### src/rtl/wbu_pkg.sv
// Package for the watchpoint and breakpoint unit: beat payloads, operation codes,
// the tokens that walk the cell chains and the control group for the breakpoint cells.
// No dependencies.
package wbu_pkg;

  typedef enum logic [2:0] {
    ACT_CLEAR  = 3'd0,
    ACT_INSERT = 3'd1,
    ACT_REMOVE = 3'd2,
    ACT_ACCESS = 3'd3,
    ACT_PC     = 3'd4
  } action_t;

  localparam logic [3:0] PT_BREAK_SW = 4'd0;
  localparam logic [3:0] PT_BREAK_HW = 4'd1;
  localparam logic [3:0] PT_WRITE    = 4'd2;
  localparam logic [3:0] PT_READ     = 4'd3;
  localparam logic [3:0] PT_ACCESS   = 4'd4;

  localparam logic [1:0] ST_OK          = 2'd0;
  localparam logic [1:0] ST_ZERO_LEN    = 2'd1;
  localparam logic [1:0] ST_UNSUPPORTED = 2'd2;
  localparam logic [1:0] ST_FULL        = 2'd3;

  localparam logic [5:0] BITS_BYTE = 6'd8;
  localparam logic [5:0] BITS_HALF = 6'd16;
  localparam logic [5:0] BITS_WORD = 6'd32;

  typedef struct packed {
    logic [2:0]  action;
    logic [3:0]  point_type;
    logic [31:0] point_address;
    logic [31:0] point_length;
    logic [31:0] access_address;
    logic [5:0]  access_bits;
    logic        is_write;
    logic [31:0] pc_value;
  } in_item_t;

  typedef struct packed {
    logic [1:0]  status;
    logic        at_breakpoint;
    logic        hit_valid;
    logic        hit_was_read;
    logic [31:0] hit_address;
  } out_item_t;

  typedef enum logic [1:0] {
    BOP_NOP,
    BOP_INS,
    BOP_REM,
    BOP_CHK
  } brk_op_t;

  typedef struct packed {
    logic        active;
    brk_op_t     op;
    logic [31:0] addr;
    logic        found;
    logic        free_seen;
  } brk_tok_t;

  typedef struct packed {
    logic commit;
    logic finish;
  } brk_ctl_t;

  typedef enum logic [1:0] {
    WOP_NOP,
    WOP_INS,
    WOP_REM,
    WOP_BUS
  } wch_op_t;

  typedef struct packed {
    logic        active;
    wch_op_t     op;
    logic [31:0] start;
    logic [31:0] len;
    logic        on_w;
    logic        on_r;
    logic [31:0] acc_addr;
    logic [31:0] acc_end;
    logic        is_wr;
    logic        claimed;
  } wch_tok_t;

  typedef enum logic [1:0] {
    S_IDLE,
    S_WALK,
    S_RESULT
  } state_t;

endpackage

### src/rtl/wbu_stream_if.sv
// Valid/ready channel carrying one payload per beat.
// The payload type is supplied by the instantiating level, normally from wbu_pkg.
interface wbu_stream_if #(
  parameter type payload_t = logic
);
  logic     valid;
  logic     ready;
  payload_t payload;

  modport source (output valid, output payload, input ready);
  modport sink (input valid, input payload, output ready);
endinterface

### src/rtl/wbu_brk_cell.sv
// One breakpoint slot of the breakpoint cell chain.
// Depends on wbu_pkg for the token and control types.
module wbu_brk_cell
  import wbu_pkg::*;
(
  input  logic        clk,
  input  logic        rst,
  input  brk_tok_t    tok_in,
  input  brk_ctl_t    ctl,
  input  logic [31:0] wr_addr,
  output brk_tok_t    tok_out
);

  logic [31:0] slot_addr;
  logic        slot_valid;
  logic        pending;
  logic        hit;
  logic        free;
  brk_tok_t    tok_next;

  always_comb begin
    hit                = tok_in.active && slot_valid && (slot_addr == tok_in.addr);
    free               = tok_in.active && !slot_valid;
    tok_next           = tok_in;
    tok_next.found     = tok_in.found | hit;
    tok_next.free_seen = tok_in.free_seen | free;
  end

  always_ff @(posedge clk) begin
    if (rst) begin
      slot_valid     <= 1'b0;
      pending        <= 1'b0;
      tok_out.active <= 1'b0;
    end else begin
      tok_out <= tok_next;
      if ((tok_in.op == BOP_REM) && hit && !tok_in.found) begin
        slot_valid <= 1'b0;
      end
      if ((tok_in.op == BOP_INS) && free && !tok_in.free_seen) begin
        pending <= 1'b1;
      end
      if (ctl.commit && pending) begin
        slot_valid <= 1'b1;
        slot_addr  <= wr_addr;
      end
      if (ctl.finish) begin
        pending <= 1'b0;
      end
    end
  end

endmodule

### src/rtl/wbu_wch_cell.sv
// One watchpoint slot of the watchpoint cell chain, with its range overlap compare.
// Depends on wbu_pkg for the token type.
module wbu_wch_cell
  import wbu_pkg::*;
(
  input  logic     clk,
  input  logic     rst,
  input  wch_tok_t tok_in,
  output wch_tok_t tok_out
);

  logic [31:0] slot_start;
  logic [31:0] slot_len;
  logic        slot_on_w;
  logic        slot_on_r;
  logic        slot_valid;
  logic [31:0] slot_end;
  logic        same;
  logic        dir_ok;
  logic        overlap;
  logic        take;
  wch_tok_t    tok_next;

  always_comb begin
    slot_end = slot_start + slot_len;
    same     = slot_valid && (slot_start == tok_in.start) && (slot_len == tok_in.len) &&
               (slot_on_w == tok_in.on_w) && (slot_on_r == tok_in.on_r);
    dir_ok   = tok_in.is_wr ? slot_on_w : slot_on_r;
    overlap  = !(tok_in.acc_addr >= slot_end) && !(tok_in.acc_end <= slot_start);
    take     = 1'b0;
    if (tok_in.active && !tok_in.claimed) begin
      case (tok_in.op)
        WOP_INS: take = !slot_valid;
        WOP_REM: take = same;
        WOP_BUS: take = slot_valid && dir_ok && overlap;
        default: take = 1'b0;
      endcase
    end
    tok_next         = tok_in;
    tok_next.claimed = tok_in.claimed | take;
  end

  always_ff @(posedge clk) begin
    if (rst) begin
      slot_valid     <= 1'b0;
      tok_out.active <= 1'b0;
    end else begin
      tok_out <= tok_next;
      if (take && (tok_in.op == WOP_INS)) begin
        slot_valid <= 1'b1;
        slot_start <= tok_in.start;
        slot_len   <= tok_in.len;
        slot_on_w  <= tok_in.on_w;
        slot_on_r  <= tok_in.on_r;
      end
      if (take && (tok_in.op == WOP_REM)) begin
        slot_valid <= 1'b0;
      end
    end
  end

endmodule

### src/rtl/watchpoint_breakpoint_unit.sv
// Watchpoint and breakpoint unit: top level with the sequencer and the two cell chains.
// Depends on wbu_pkg, wbu_stream_if, wbu_brk_cell and wbu_wch_cell.
// Each item's tokens walk both cell chains, one slot per cycle, and the result beat is
// loaded once both walks are done, so the longer cell chain sets when the result comes.
// A new item is taken only in idle, once the previous item's result has been loaded; an item may be taken
// while the previous result waits. Reset empties both tables and clears the hit record.
module watchpoint_breakpoint_unit
  import wbu_pkg::*;
#(
  parameter int BREAK_SLOTS = 8,
  parameter int WATCH_SLOTS = 8
) (
  input logic          clk,
  input logic          rst,
  wbu_stream_if.sink   req,
  wbu_stream_if.source rsp
);

  state_t      state;
  state_t      state_next;
  logic        accept;
  logic        load_out;
  in_item_t    item;
  logic [31:0] hold_addr;
  logic [1:0]  status_r;
  logic        at_bp_r;
  logic        bdone;
  logic        wdone;
  logic        hit_flag;
  logic        hit_read;
  logic [31:0] hit_addr;
  logic        out_valid;
  out_item_t   out_item;

  logic        is_brk;
  logic        is_wch;
  logic        is_pt_op;
  logic [2:0]  width;
  logic [1:0]  pre_status;
  brk_tok_t    brk_inj;
  wch_tok_t    wch_inj;
  brk_ctl_t    brk_ctl;
  logic        b_exit;
  logic        w_exit;

  brk_tok_t    btok [0:BREAK_SLOTS];
  wch_tok_t    wtok [0:WATCH_SLOTS];

  assign item   = req.payload;
  assign accept = req.valid && req.ready;

  always_comb begin
    is_brk   = item.point_type inside {PT_BREAK_SW, PT_BREAK_HW};
    is_wch   = item.point_type inside {PT_WRITE, PT_READ, PT_ACCESS};
    is_pt_op = (item.action == ACT_INSERT) || (item.action == ACT_REMOVE);
    case (item.access_bits)
      BITS_BYTE: width = 3'd1;
      BITS_HALF: width = 3'd2;
      BITS_WORD: width = 3'd4;
      default:   width = 3'd0;
    endcase
    pre_status = ST_OK;
    if (is_pt_op && is_wch && (item.point_length == 32'd0)) begin
      pre_status = ST_ZERO_LEN;
    end else if (is_pt_op && !is_brk && !is_wch) begin
      pre_status = ST_UNSUPPORTED;
    end

    brk_inj.active    = accept;
    brk_inj.found     = 1'b0;
    brk_inj.free_seen = 1'b0;
    brk_inj.addr      = item.point_address;
    brk_inj.op        = BOP_NOP;
    if (is_brk && (item.action == ACT_INSERT)) begin
      brk_inj.op = BOP_INS;
    end else if (is_brk && (item.action == ACT_REMOVE)) begin
      brk_inj.op = BOP_REM;
    end else if (item.action == ACT_PC) begin
      brk_inj.op   = BOP_CHK;
      brk_inj.addr = item.pc_value;
    end

    wch_inj.active   = accept;
    wch_inj.claimed  = 1'b0;
    wch_inj.start    = item.point_address;
    wch_inj.len      = item.point_length;
    wch_inj.on_w     = item.point_type inside {PT_WRITE, PT_ACCESS};
    wch_inj.on_r     = item.point_type inside {PT_READ, PT_ACCESS};
    wch_inj.acc_addr = item.access_address;
    wch_inj.acc_end  = item.access_address + {29'd0, width};
    wch_inj.is_wr    = item.is_write;
    wch_inj.op       = WOP_NOP;
    if (is_wch && (item.point_length != 32'd0) && (item.action == ACT_INSERT)) begin
      wch_inj.op = WOP_INS;
    end else if (is_wch && (item.point_length != 32'd0) && (item.action == ACT_REMOVE)) begin
      wch_inj.op = WOP_REM;
    end else if ((item.action == ACT_ACCESS) && !hit_flag && (width != 3'd0)) begin
      wch_inj.op = WOP_BUS;
    end
  end

  assign btok[0] = brk_inj;
  assign wtok[0] = wch_inj;

  for (genvar i = 0; i < BREAK_SLOTS; i++) begin : g_brk
    wbu_brk_cell u_cell (
      .clk     (clk),
      .rst     (rst),
      .tok_in  (btok[i]),
      .ctl     (brk_ctl),
      .wr_addr (hold_addr),
      .tok_out (btok[i+1])
    );
  end

  for (genvar i = 0; i < WATCH_SLOTS; i++) begin : g_wch
    wbu_wch_cell u_cell (
      .clk     (clk),
      .rst     (rst),
      .tok_in  (wtok[i]),
      .tok_out (wtok[i+1])
    );
  end

  assign b_exit = btok[BREAK_SLOTS].active;
  assign w_exit = wtok[WATCH_SLOTS].active;

  always_comb begin
    brk_ctl.finish = b_exit;
    brk_ctl.commit = b_exit && (btok[BREAK_SLOTS].op == BOP_INS) &&
                     !btok[BREAK_SLOTS].found && btok[BREAK_SLOTS].free_seen;
  end

  always_comb begin
    state_next = state;
    case (state)
      S_IDLE: begin
        if (accept) begin
          state_next = S_WALK;
        end
      end
      S_WALK: begin
        if (bdone && wdone) begin
          state_next = S_RESULT;
        end
      end
      S_RESULT: begin
        if (!out_valid || rsp.ready) begin
          state_next = S_IDLE;
        end
      end
      default: state_next = S_IDLE;
    endcase
  end

  always_comb begin
    req.ready = (state == S_IDLE);
    load_out  = (state == S_RESULT) && (!out_valid || rsp.ready);
  end

  always_ff @(posedge clk) begin
    if (rst) begin
      state     <= S_IDLE;
      bdone     <= 1'b0;
      wdone     <= 1'b0;
      hit_flag  <= 1'b0;
      hit_read  <= 1'b0;
      hit_addr  <= 32'd0;
      out_valid <= 1'b0;
    end else begin
      state <= state_next;
      if (accept) begin
        bdone     <= 1'b0;
        wdone     <= 1'b0;
        status_r  <= pre_status;
        at_bp_r   <= 1'b0;
        hold_addr <= item.point_address;
        if (item.action == ACT_CLEAR) begin
          hit_flag <= 1'b0;
          hit_read <= 1'b0;
          hit_addr <= 32'd0;
        end
      end
      if (b_exit) begin
        bdone <= 1'b1;
        if ((btok[BREAK_SLOTS].op == BOP_INS) && !btok[BREAK_SLOTS].found &&
            !btok[BREAK_SLOTS].free_seen) begin
          status_r <= ST_FULL;
        end
        if ((btok[BREAK_SLOTS].op == BOP_CHK) && btok[BREAK_SLOTS].found) begin
          at_bp_r <= 1'b1;
        end
      end
      if (w_exit) begin
        wdone <= 1'b1;
        if ((wtok[WATCH_SLOTS].op == WOP_INS) && !wtok[WATCH_SLOTS].claimed) begin
          status_r <= ST_FULL;
        end
        if ((wtok[WATCH_SLOTS].op == WOP_BUS) && wtok[WATCH_SLOTS].claimed) begin
          hit_flag <= 1'b1;
          hit_read <= !wtok[WATCH_SLOTS].is_wr;
          hit_addr <= wtok[WATCH_SLOTS].acc_addr;
        end
      end
      if (load_out) begin
        out_valid <= 1'b1;
      end else if (rsp.ready) begin
        out_valid <= 1'b0;
      end
    end
  end

  always_ff @(posedge clk) begin
    if (load_out) begin
      out_item.status        <= status_r;
      out_item.at_breakpoint <= at_bp_r;
      out_item.hit_valid     <= hit_flag;
      out_item.hit_was_read  <= hit_read;
      out_item.hit_address   <= hit_addr;
    end
  end

  assign rsp.valid   = out_valid;
  assign rsp.payload = out_item;

endmodule
### src/flat_wrapper.sv
// flat-port wrapper written by rule: the top's interface ports become plain ports
module watchpoint_breakpoint_unit_flat import wbu_pkg::*;
#(
  parameter int BREAK_SLOTS = 8,
  parameter int WATCH_SLOTS = 8
)
  (clk, rst, req_valid, req_payload, req_ready, rsp_valid, rsp_payload, rsp_ready);
  wbu_stream_if req_i ();
  wbu_stream_if rsp_i ();
  input logic clk;
  input logic rst;
  input wire logic [$bits(req_i.valid)-1:0] req_valid;
  input wire logic [$bits(req_i.payload)-1:0] req_payload;
  output wire logic [$bits(req_i.ready)-1:0] req_ready;
  output wire logic [$bits(rsp_i.valid)-1:0] rsp_valid;
  output wire logic [$bits(rsp_i.payload)-1:0] rsp_payload;
  input wire logic [$bits(rsp_i.ready)-1:0] rsp_ready;
  assign req_i.valid = req_valid;
  assign req_i.payload = req_payload;
  assign req_ready = req_i.ready;
  assign rsp_valid = rsp_i.valid;
  assign rsp_payload = rsp_i.payload;
  assign rsp_i.ready = rsp_ready;
  watchpoint_breakpoint_unit #(.BREAK_SLOTS(BREAK_SLOTS), .WATCH_SLOTS(WATCH_SLOTS)) u_core (.clk(clk), .rst(rst), .req(req_i), .rsp(rsp_i));
endmodule
### config.mk
export PLATFORM = sky130hd
export DESIGN_NAME = watchpoint_breakpoint_unit_flat
export DESIGN_NICKNAME = d
export VERILOG_FILES = /design/src/rtl/wbu_pkg.sv /design/src/rtl/wbu_stream_if.sv /design/src/rtl/wbu_brk_cell.sv /design/src/rtl/wbu_wch_cell.sv /design/src/rtl/watchpoint_breakpoint_unit.sv /design/src/flat_wrapper.sv
export SDC_FILE = /design/constraint.sdc
export NUM_CORES = 1
export LEC_CHECK = 0
export ABC_CLOCK_PERIOD_IN_PS = 1000
export BUFFER_PORTS_ARGS = -buffer_cell sky130_fd_sc_hd__buf_4
export CAP_MARGIN = 10
export CELL_PAD_IN_SITES_DETAIL_PLACEMENT = 1
export CELL_PAD_IN_SITES_GLOBAL_PLACEMENT = 1
export CORE_AREA = 2 2 39 41
export DETAILED_ROUTE_END_ITERATION = 8
export DIE_AREA = 0 0 41 43
export PLACE_DENSITY = 0.61
export SYNTH_ARGS = -nofsm -noshare
export SYNTH_HDL_FRONTEND = slang
export SYNTH_SLANG_ARGS = --single-unit
### constraint.sdc
create_clock -name clk -period 1 [get_ports clk]
set_input_delay 0 -clock clk [delete_from_list [all_inputs] [get_ports clk]]
set_output_delay 0 -clock clk [all_outputs]
set_load 0.02 [all_outputs]
==> results.md, run 1 <==
- Initial antenna violation count: 0
- Fmax: 1080 MHz
- Largest net degree at the start of global routing: 14
- DRT iter0 DRCs: 1
- TritonCTS buffer count: 3
- Crit-path slowest cell: dfxtp_1
- Final global-route overflow total: 0
- Critical path class: reg -> out
- Cell family with the largest share of critical-path delay: flip-flops
- Arr. time, crit path: 0.93 ns
- DRC violations left: 0
- Antenna Nets Post-Route: 0
- Area of the core: 1380 sq um
- PD cells: 1710 nW/um^2
- Finished Cell Area: 483 sq um
- Synth top area share: 59.3%
- Total power: 0.000824 W
- Vias: 260
- Routability cong.: 0.599
- Vias per std cell: 4.33
- Minimum clock period: 0.929 ns
- Largest area contributor in the netlist: dfxtp_1
- Post-CTS sizing: 0
- PortBufs: 5
- H-tree depth: 1
- Clock Sinks: 12
- Synth top area cells: dfxtp_1, nor2b_1, nand2b_1, a211oi_2, nor3b_2
- Synth Register Bits: 12
- Net count of the mapped netlist: 42
- Max Root-Sink Buffers: 2
- Critical Path RT: 1.00 ns
- Die Footprint: 1760 sq um
- Cell with the most instances after synthesis: dfxtp_1
- Post-synth EDFFs: 0
- Proportion of layout cells with a drive suffix above 1: 22.7%
- Worst hold-check path type: in -> reg
- Post-Syn Area: 405 sq um
- Synth cell types: 14
- Ant diodes: 0
- Final period util: 92.9%
- Final Hold Viols: 0
- Total track usage: 9.84%
- Clk_skew: 0.00362 ns
- Global-route wire length before repair: 1.12 mm
- CTS root buffer: clkbuf_4
- Crit path cell chain: nor2_1 > buf_4
- WL/cell: 10.9 um
- Main flop type after synthesis: dfxtp_1
- Top-level I/O count: 8
- Clock Latency Late Sink: 0.26 ns
- Vias in the first global route: 284
- Total wire length: 652 um
- Maximum vdd ir drop: 0.000607 V
- CP Launch Type: flop
- Final Slew Violations: 0
- Seq/Total Area, Yosys: 59.3%
- Outcome: completed
- Synth Instances: 37
- Crit-path max FO: 7
- Leak: 0.183 nW
- DPL Wire Length: 500 um
- Setup-failing EPs final: 0
- Maxcap violations: 0
- Critical Path Sink Type: output port
- Largest stage delay on the critical path: 0.44 ns
- Final std cells w/o fill: 60
- Post-Place Cells: 56
- Synth top cells by count: dfxtp_1, nor2b_1, nand2b_1, a21oi_1
- Synth warnings: 0
- Die X: 41 um
- Area Growth Syn to Fin: 19.1%
- Nets: 51
- Initial cell density of the core: 29.3%
- Total Neg Setup Slack: 0 ns
- Async SR Flop Fraction: 0%
- Mean Syn Cell Area: 11.0 sq um
- Worst-path clk slew: 0.07 ns
- TritonCTS clock tree: yes
- RSZ-0062 raised after global routing: false
- Layout fillers: 157
- Die height: 43 um
- First-pass DRT Iterations: 2
- Dpl cell area: 450 sq um
- Row count: 14
- WP buf/inv: 1
- Final Util: 34.9%
## worst paths after layout
check                                startpoint                            endpoint  slack [ns]  depth (start not counted)
max                             u_core.state[0]                           req_ready        0.07                          2
min                                   rsp_ready                    u_core.rsp.valid       0.005                          3
max reg2reg                     u_core.state[0]                     u_core.state[0]        0.16                          2
min reg2reg  u_core.g_brk[2].u_cell.tok_out[36]  u_core.g_brk[3].u_cell.tok_out[36]        0.44                          1
## per-stage QoR
step,setup WS (ns),hold WS [ns]
3_5_place_dp,0.152,0.279
2_1_floorplan,0.250,0.0716
5_1_grt,0.00283,0.0184
3_3_place_gp,0.184,0.263
4_1_cts,0.0528,0.00711
6_report,0.0709,0.00514
## layout by cell type (no fill, tap or decap), drive strengths merged
master | Yosys | routed
dfxtp | 12 | 12
conb | 1 | 1
nor3b | 1 | 1
clkbuf | 0 | 3
a21oi | 2 | 2
nand4bb | 1 | 1
nand2b | 5 | 5
nor2b | 8 | 8
inv | 1 | 1
dlygate4sd3 | 0 | 1
a211oi | 1 | 1
nand3b | 1 | 1
nor2 | 1 | 1
o22ai | 1 | 1
buf | 2 | 5
## metal layers
| layer | share of wire, % | vias to the layer above | routed length [um] | GRT usage [%] |
|---|---|---|---|---|
| met2 | 54 | 3 | 354 | 15.6 |
| met1 | 42 | 125 | 276 | 10.6 |
| met3 | 3.2 | 0 | 21 | 3.14 |
| met5 | 0 | - | 0 | 0 |
| met4 | 0 | 0 | 0 | 6.00 |
| li1 | - | 132 | - | - |
## power by group
group          internal, W  leakage (nW)  switching, W
Clock             0.000139        0.0138      0.000133
Combinational    0.0000307        0.0722     0.0000261
Sequential        0.000488        0.0974    0.00000775
Total             0.000657         0.183      0.000167
## worst min-delay path: cells and delay by family
| family | cells | cell delay, ns |
|---|---|---|
| simple gates | 1 | 0.09 |
| compound gates | 1 | 0.05 |
| buf+inv | 1 | 0.08 |
## final cells by class
type | instances | area, sq um | area share, %
well taps | 16 | 20.0 | 4.15
multi-input cells | 22 | 149 | 30.8
repair buffers | 6 | 47.5 | 9.84
flip-flops and latches | 12 | 240 | 49.7
inverters | 1 | 3.75 | 0.777
clock buffers | 3 | 22.5 | 4.66
## registers in the layout, summed over array words and instances, names as in the netlist
signal	count
u_core.state	2
u_core.g_brk.u_cell.tok_out	7
u_core.bdone	1
u_core.g_wch.u_cell.tok_out	1
u_core.rsp.valid	1
## cells by family (layout without fill, tap and decap cells)
kind of cell	count (synthesis)	in the layout	synth area share, %
and+or+nand+nor	17	17	28.7
DFF	12	12	59.3
AOI/OAI and AO/OA	4	4	7.10
buffers and inverters	3	10	4.01
other	1	1	0.925
## repair_timing
action | in CTS | in global routing
hold endpoints to repair | 1 | 0
buffers inserted | 0 | 0
hold buffers | 1 | 0
No activity file was read; power rests on OpenSTA's default activity.
==> inputs of run 2 (changes only) <==
--- a/config.mk
+++ b/config.mk
@@ -5,6 +5,7 @@
 export SDC_FILE = /design/constraint.sdc
 export NUM_CORES = 1
 export LEC_CHECK = 0
+export ABC_AREA = 1
 export ABC_CLOCK_PERIOD_IN_PS = 1000
 export BUFFER_PORTS_ARGS = -buffer_cell sky130_fd_sc_hd__buf_4
 export CAP_MARGIN = 10
@@ -13,7 +14,8 @@
 export CORE_AREA = 2 2 39 41
 export DETAILED_ROUTE_END_ITERATION = 8
 export DIE_AREA = 0 0 41 43
-export PLACE_DENSITY = 0.61
+export PLACE_DENSITY = 0.62
+export REMOVE_ABC_BUFFERS = 1
 export SYNTH_ARGS = -nofsm -noshare
 export SYNTH_HDL_FRONTEND = slang
 export SYNTH_SLANG_ARGS = --single-unit
==> run 2 against run 1 <==
  * Synthesized area fell by 1.2%
  * Global-route usage fell by 0.72 points
  * Routed wire length fell by 14%
  * Via count rose by 7.3%
  * Combinational power rose by 2%
  * Setup slack improved by 0.028 ns
  * Clock power rose by 37%
  * Flip-flop and latch count did not move
  * Critical path depth did not move
  * Power rose by 12%
  * Final area rose by 6.0%
  * Utilization rose by 2.1 points
  * Critical endpoint unchanged
  * Largest cell class unchanged
==> results.md, run 2 <==
- Outcome: completed
- Most Crowded Layer GR: met1
- Total power: 0.000925 W
- Vias: 279
- Synth top area cells: dfxtp_1, inv_1, nor2_1, a21oi_2, o21ba_2
- TritonCTS clock tree: yes
- Hold Crit Depth: 2
- Total Neg Setup Slack: 0 ns
- WL/cell: 7.90 um
- Minimum clock period: 0.901 ns
- Cell with the most instances after synthesis: dfxtp_1
- Seq/Total Area, Yosys: 60.0%
- CTS hold repair buffers: 3
- RSZ-0062 raised after global routing: false
- Post-Syn Area: 400 sq um
- Post-synth EDFFs: 0
- Top-level I/O count: 8
- Worst hold-check path type: reg -> reg
- Commonest non-fill, non-tap cell in the layout: dfxtp_1
- Die height: 43 um
- Maxcap violations: 0
- Routability cong.: 0.531
- DPL Wire Length: 394 um
- CP Launch Type: flop
- Synth Register Bits: 12
- TritonCTS buffer count: 3
- Vias per std cell: 3.93
- Vias in the first global route: 272
- Critical Path Sink Type: output port
- Clock Sinks: 12
- Final global-route overflow total: 0
- Async SR Flop Fraction: 0%
- Initial cell density of the core: 28.9%
- Antenna Nets Post-Route: 0
- Global-route wire length before repair: 1.03 mm
- M3 GR Usage: 4.71%
- Row count: 14
- Clk_skew: 0.00279 ns
- Met2 Use GR: 10.6%
- CTS root buffer: clkbuf_4
- Mean Syn Cell Area: 8.90 sq um
- Top reg by flops: u_core.g_brk.u_cell.tok_out
- Synth warnings: 0
- Setup-failing EPs final: 0
- Largest area contributor in the netlist: dfxtp_1
- Post-CTS setup repair buffer count: 0
- Die X: 41 um
- Leading registers by flop count: u_core.g_brk.u_cell.tok_out: 7 flops, u_core.state: 2 flops
- Fmax: 1110 MHz
- Final Slew Violations: 0
- Area Growth Syn to Fin: 27.8%
- Synth cell types: 13
- Final period util: 90.1%
- Most frequent cells in the layout: dfxtp_1, inv_1, nor2_1
- Proportion of layout cells with a drive suffix above 1: 27.3%
- Post-CTS sizing: 0
- Arr. time, crit path: 0.90 ns
- Main flop type after synthesis: dfxtp_1
- Max Root-Sink Buffers: 2
- R2R cell count: 4
- DRC violations left: 0
- Largest net degree at the start of global routing: 13
- Area of the core: 1380 sq um
- Final Hold Viols: 0
- Number of flip-flops in the largest register: 7
- PD cells: 1810 nW/um^2
- Total track usage: 9.12%
- Synth top cells by count: dfxtp_1, inv_1, nor2_1, a21oi_2, nand2_1
- Clock Latency Late Sink: 0.27 ns
- DRT iter0 DRCs: 1
- Total wire length: 561 um
- Final worst hold slack: 0.404 ns
- Maximum vdd ir drop: 0.000650 V
- Leak: 0.202 nW
- PortBufs: 5
- Worst-path clk slew: 0.07 ns
- First-pass DRT Iterations: 2
- M1 GR Usage: 12.6%
- Die Footprint: 1760 sq um
- Synth top area share: 60.0%
- Crit-path max FO: 4
- Nets: 61
- Critical Path RT: 1.00 ns
- Initial antenna violation count: 0
- Synth Instances: 45
- H-tree depth: 1
- Critical path class: reg -> out
- Ant diodes: 0
run 2: cell count changes after synthesis, sizes merged, moves of 3 or more:
cell,previous run,this run
nor2,1,11
inv,1,10
nand2b,5,0
nor2b,8,0
nand2,0,3
run 2: power by group:
part | switching [W] | internal, W
logic | 0.0000299 | 0.0000282
clock network | 0.000153 | 0.000221
registers | 0.00000529 | 0.000488
run 2: routing by layer:
metal	routed length (um)	part of all wire (%)
met2	257	46
met1	266	47
met5	0	0
met3	36	6.4
met4	0	0
run 2: worst paths after layout:
path,from,end,slack (ns)
worst min register to register,u_core.g_brk[6].u_cell.tok_out[36],u_core.g_brk[7].u_cell.tok_out[36],0.40
worst max-delay path,u_core.state[0],req_ready,0.1
worst max register to register,u_core.state[0],u_core.bdone,0.20
worst min-delay path,u_core.g_brk[6].u_cell.tok_out[36],u_core.g_brk[7].u_cell.tok_out[36],0.40
run 2: stage by stage:
stage / cell area (sq um) / setup WS [ns] / instances / utilization (%)
finish: 512 / 0.0990 / 71 / 37.0
global route: 512 / 0.0291 / 71 / 37.0
CTS: 512 / 0.0821 / 71 / 37.0
detailed placement: 445 / 0.197 / 64 / 32.2
global placement: 445 / 0.215 / 64 / 32.2
floorplan: 388 / 0.0848 / 43 / -
run 2: cells by family (layout without fill, tap and decap cells):
kind of cell	Yosys count	in the layout	synth area share, %
buf+inv	12	22	12.5
other cells	1	1	0.937
compound gates	4	4	9.06
flops	12	12	60.0
simple gates	16	16	17.5
run 2: area by class of cell:
type                       instances  area, sq um
tap                               16         20.0
fill                             167          872
timing repair buffer               8         67.6
inverter                          10         37.5
clock buffer                       4         36.3
sequential                        12          240
multi-input combinational         21          110
run 2: critical path, stage by stage, from the launching register on:
cell	delay, ns
dfxtp_1	0.34
nor2_2	0.14
buf_4	0.16
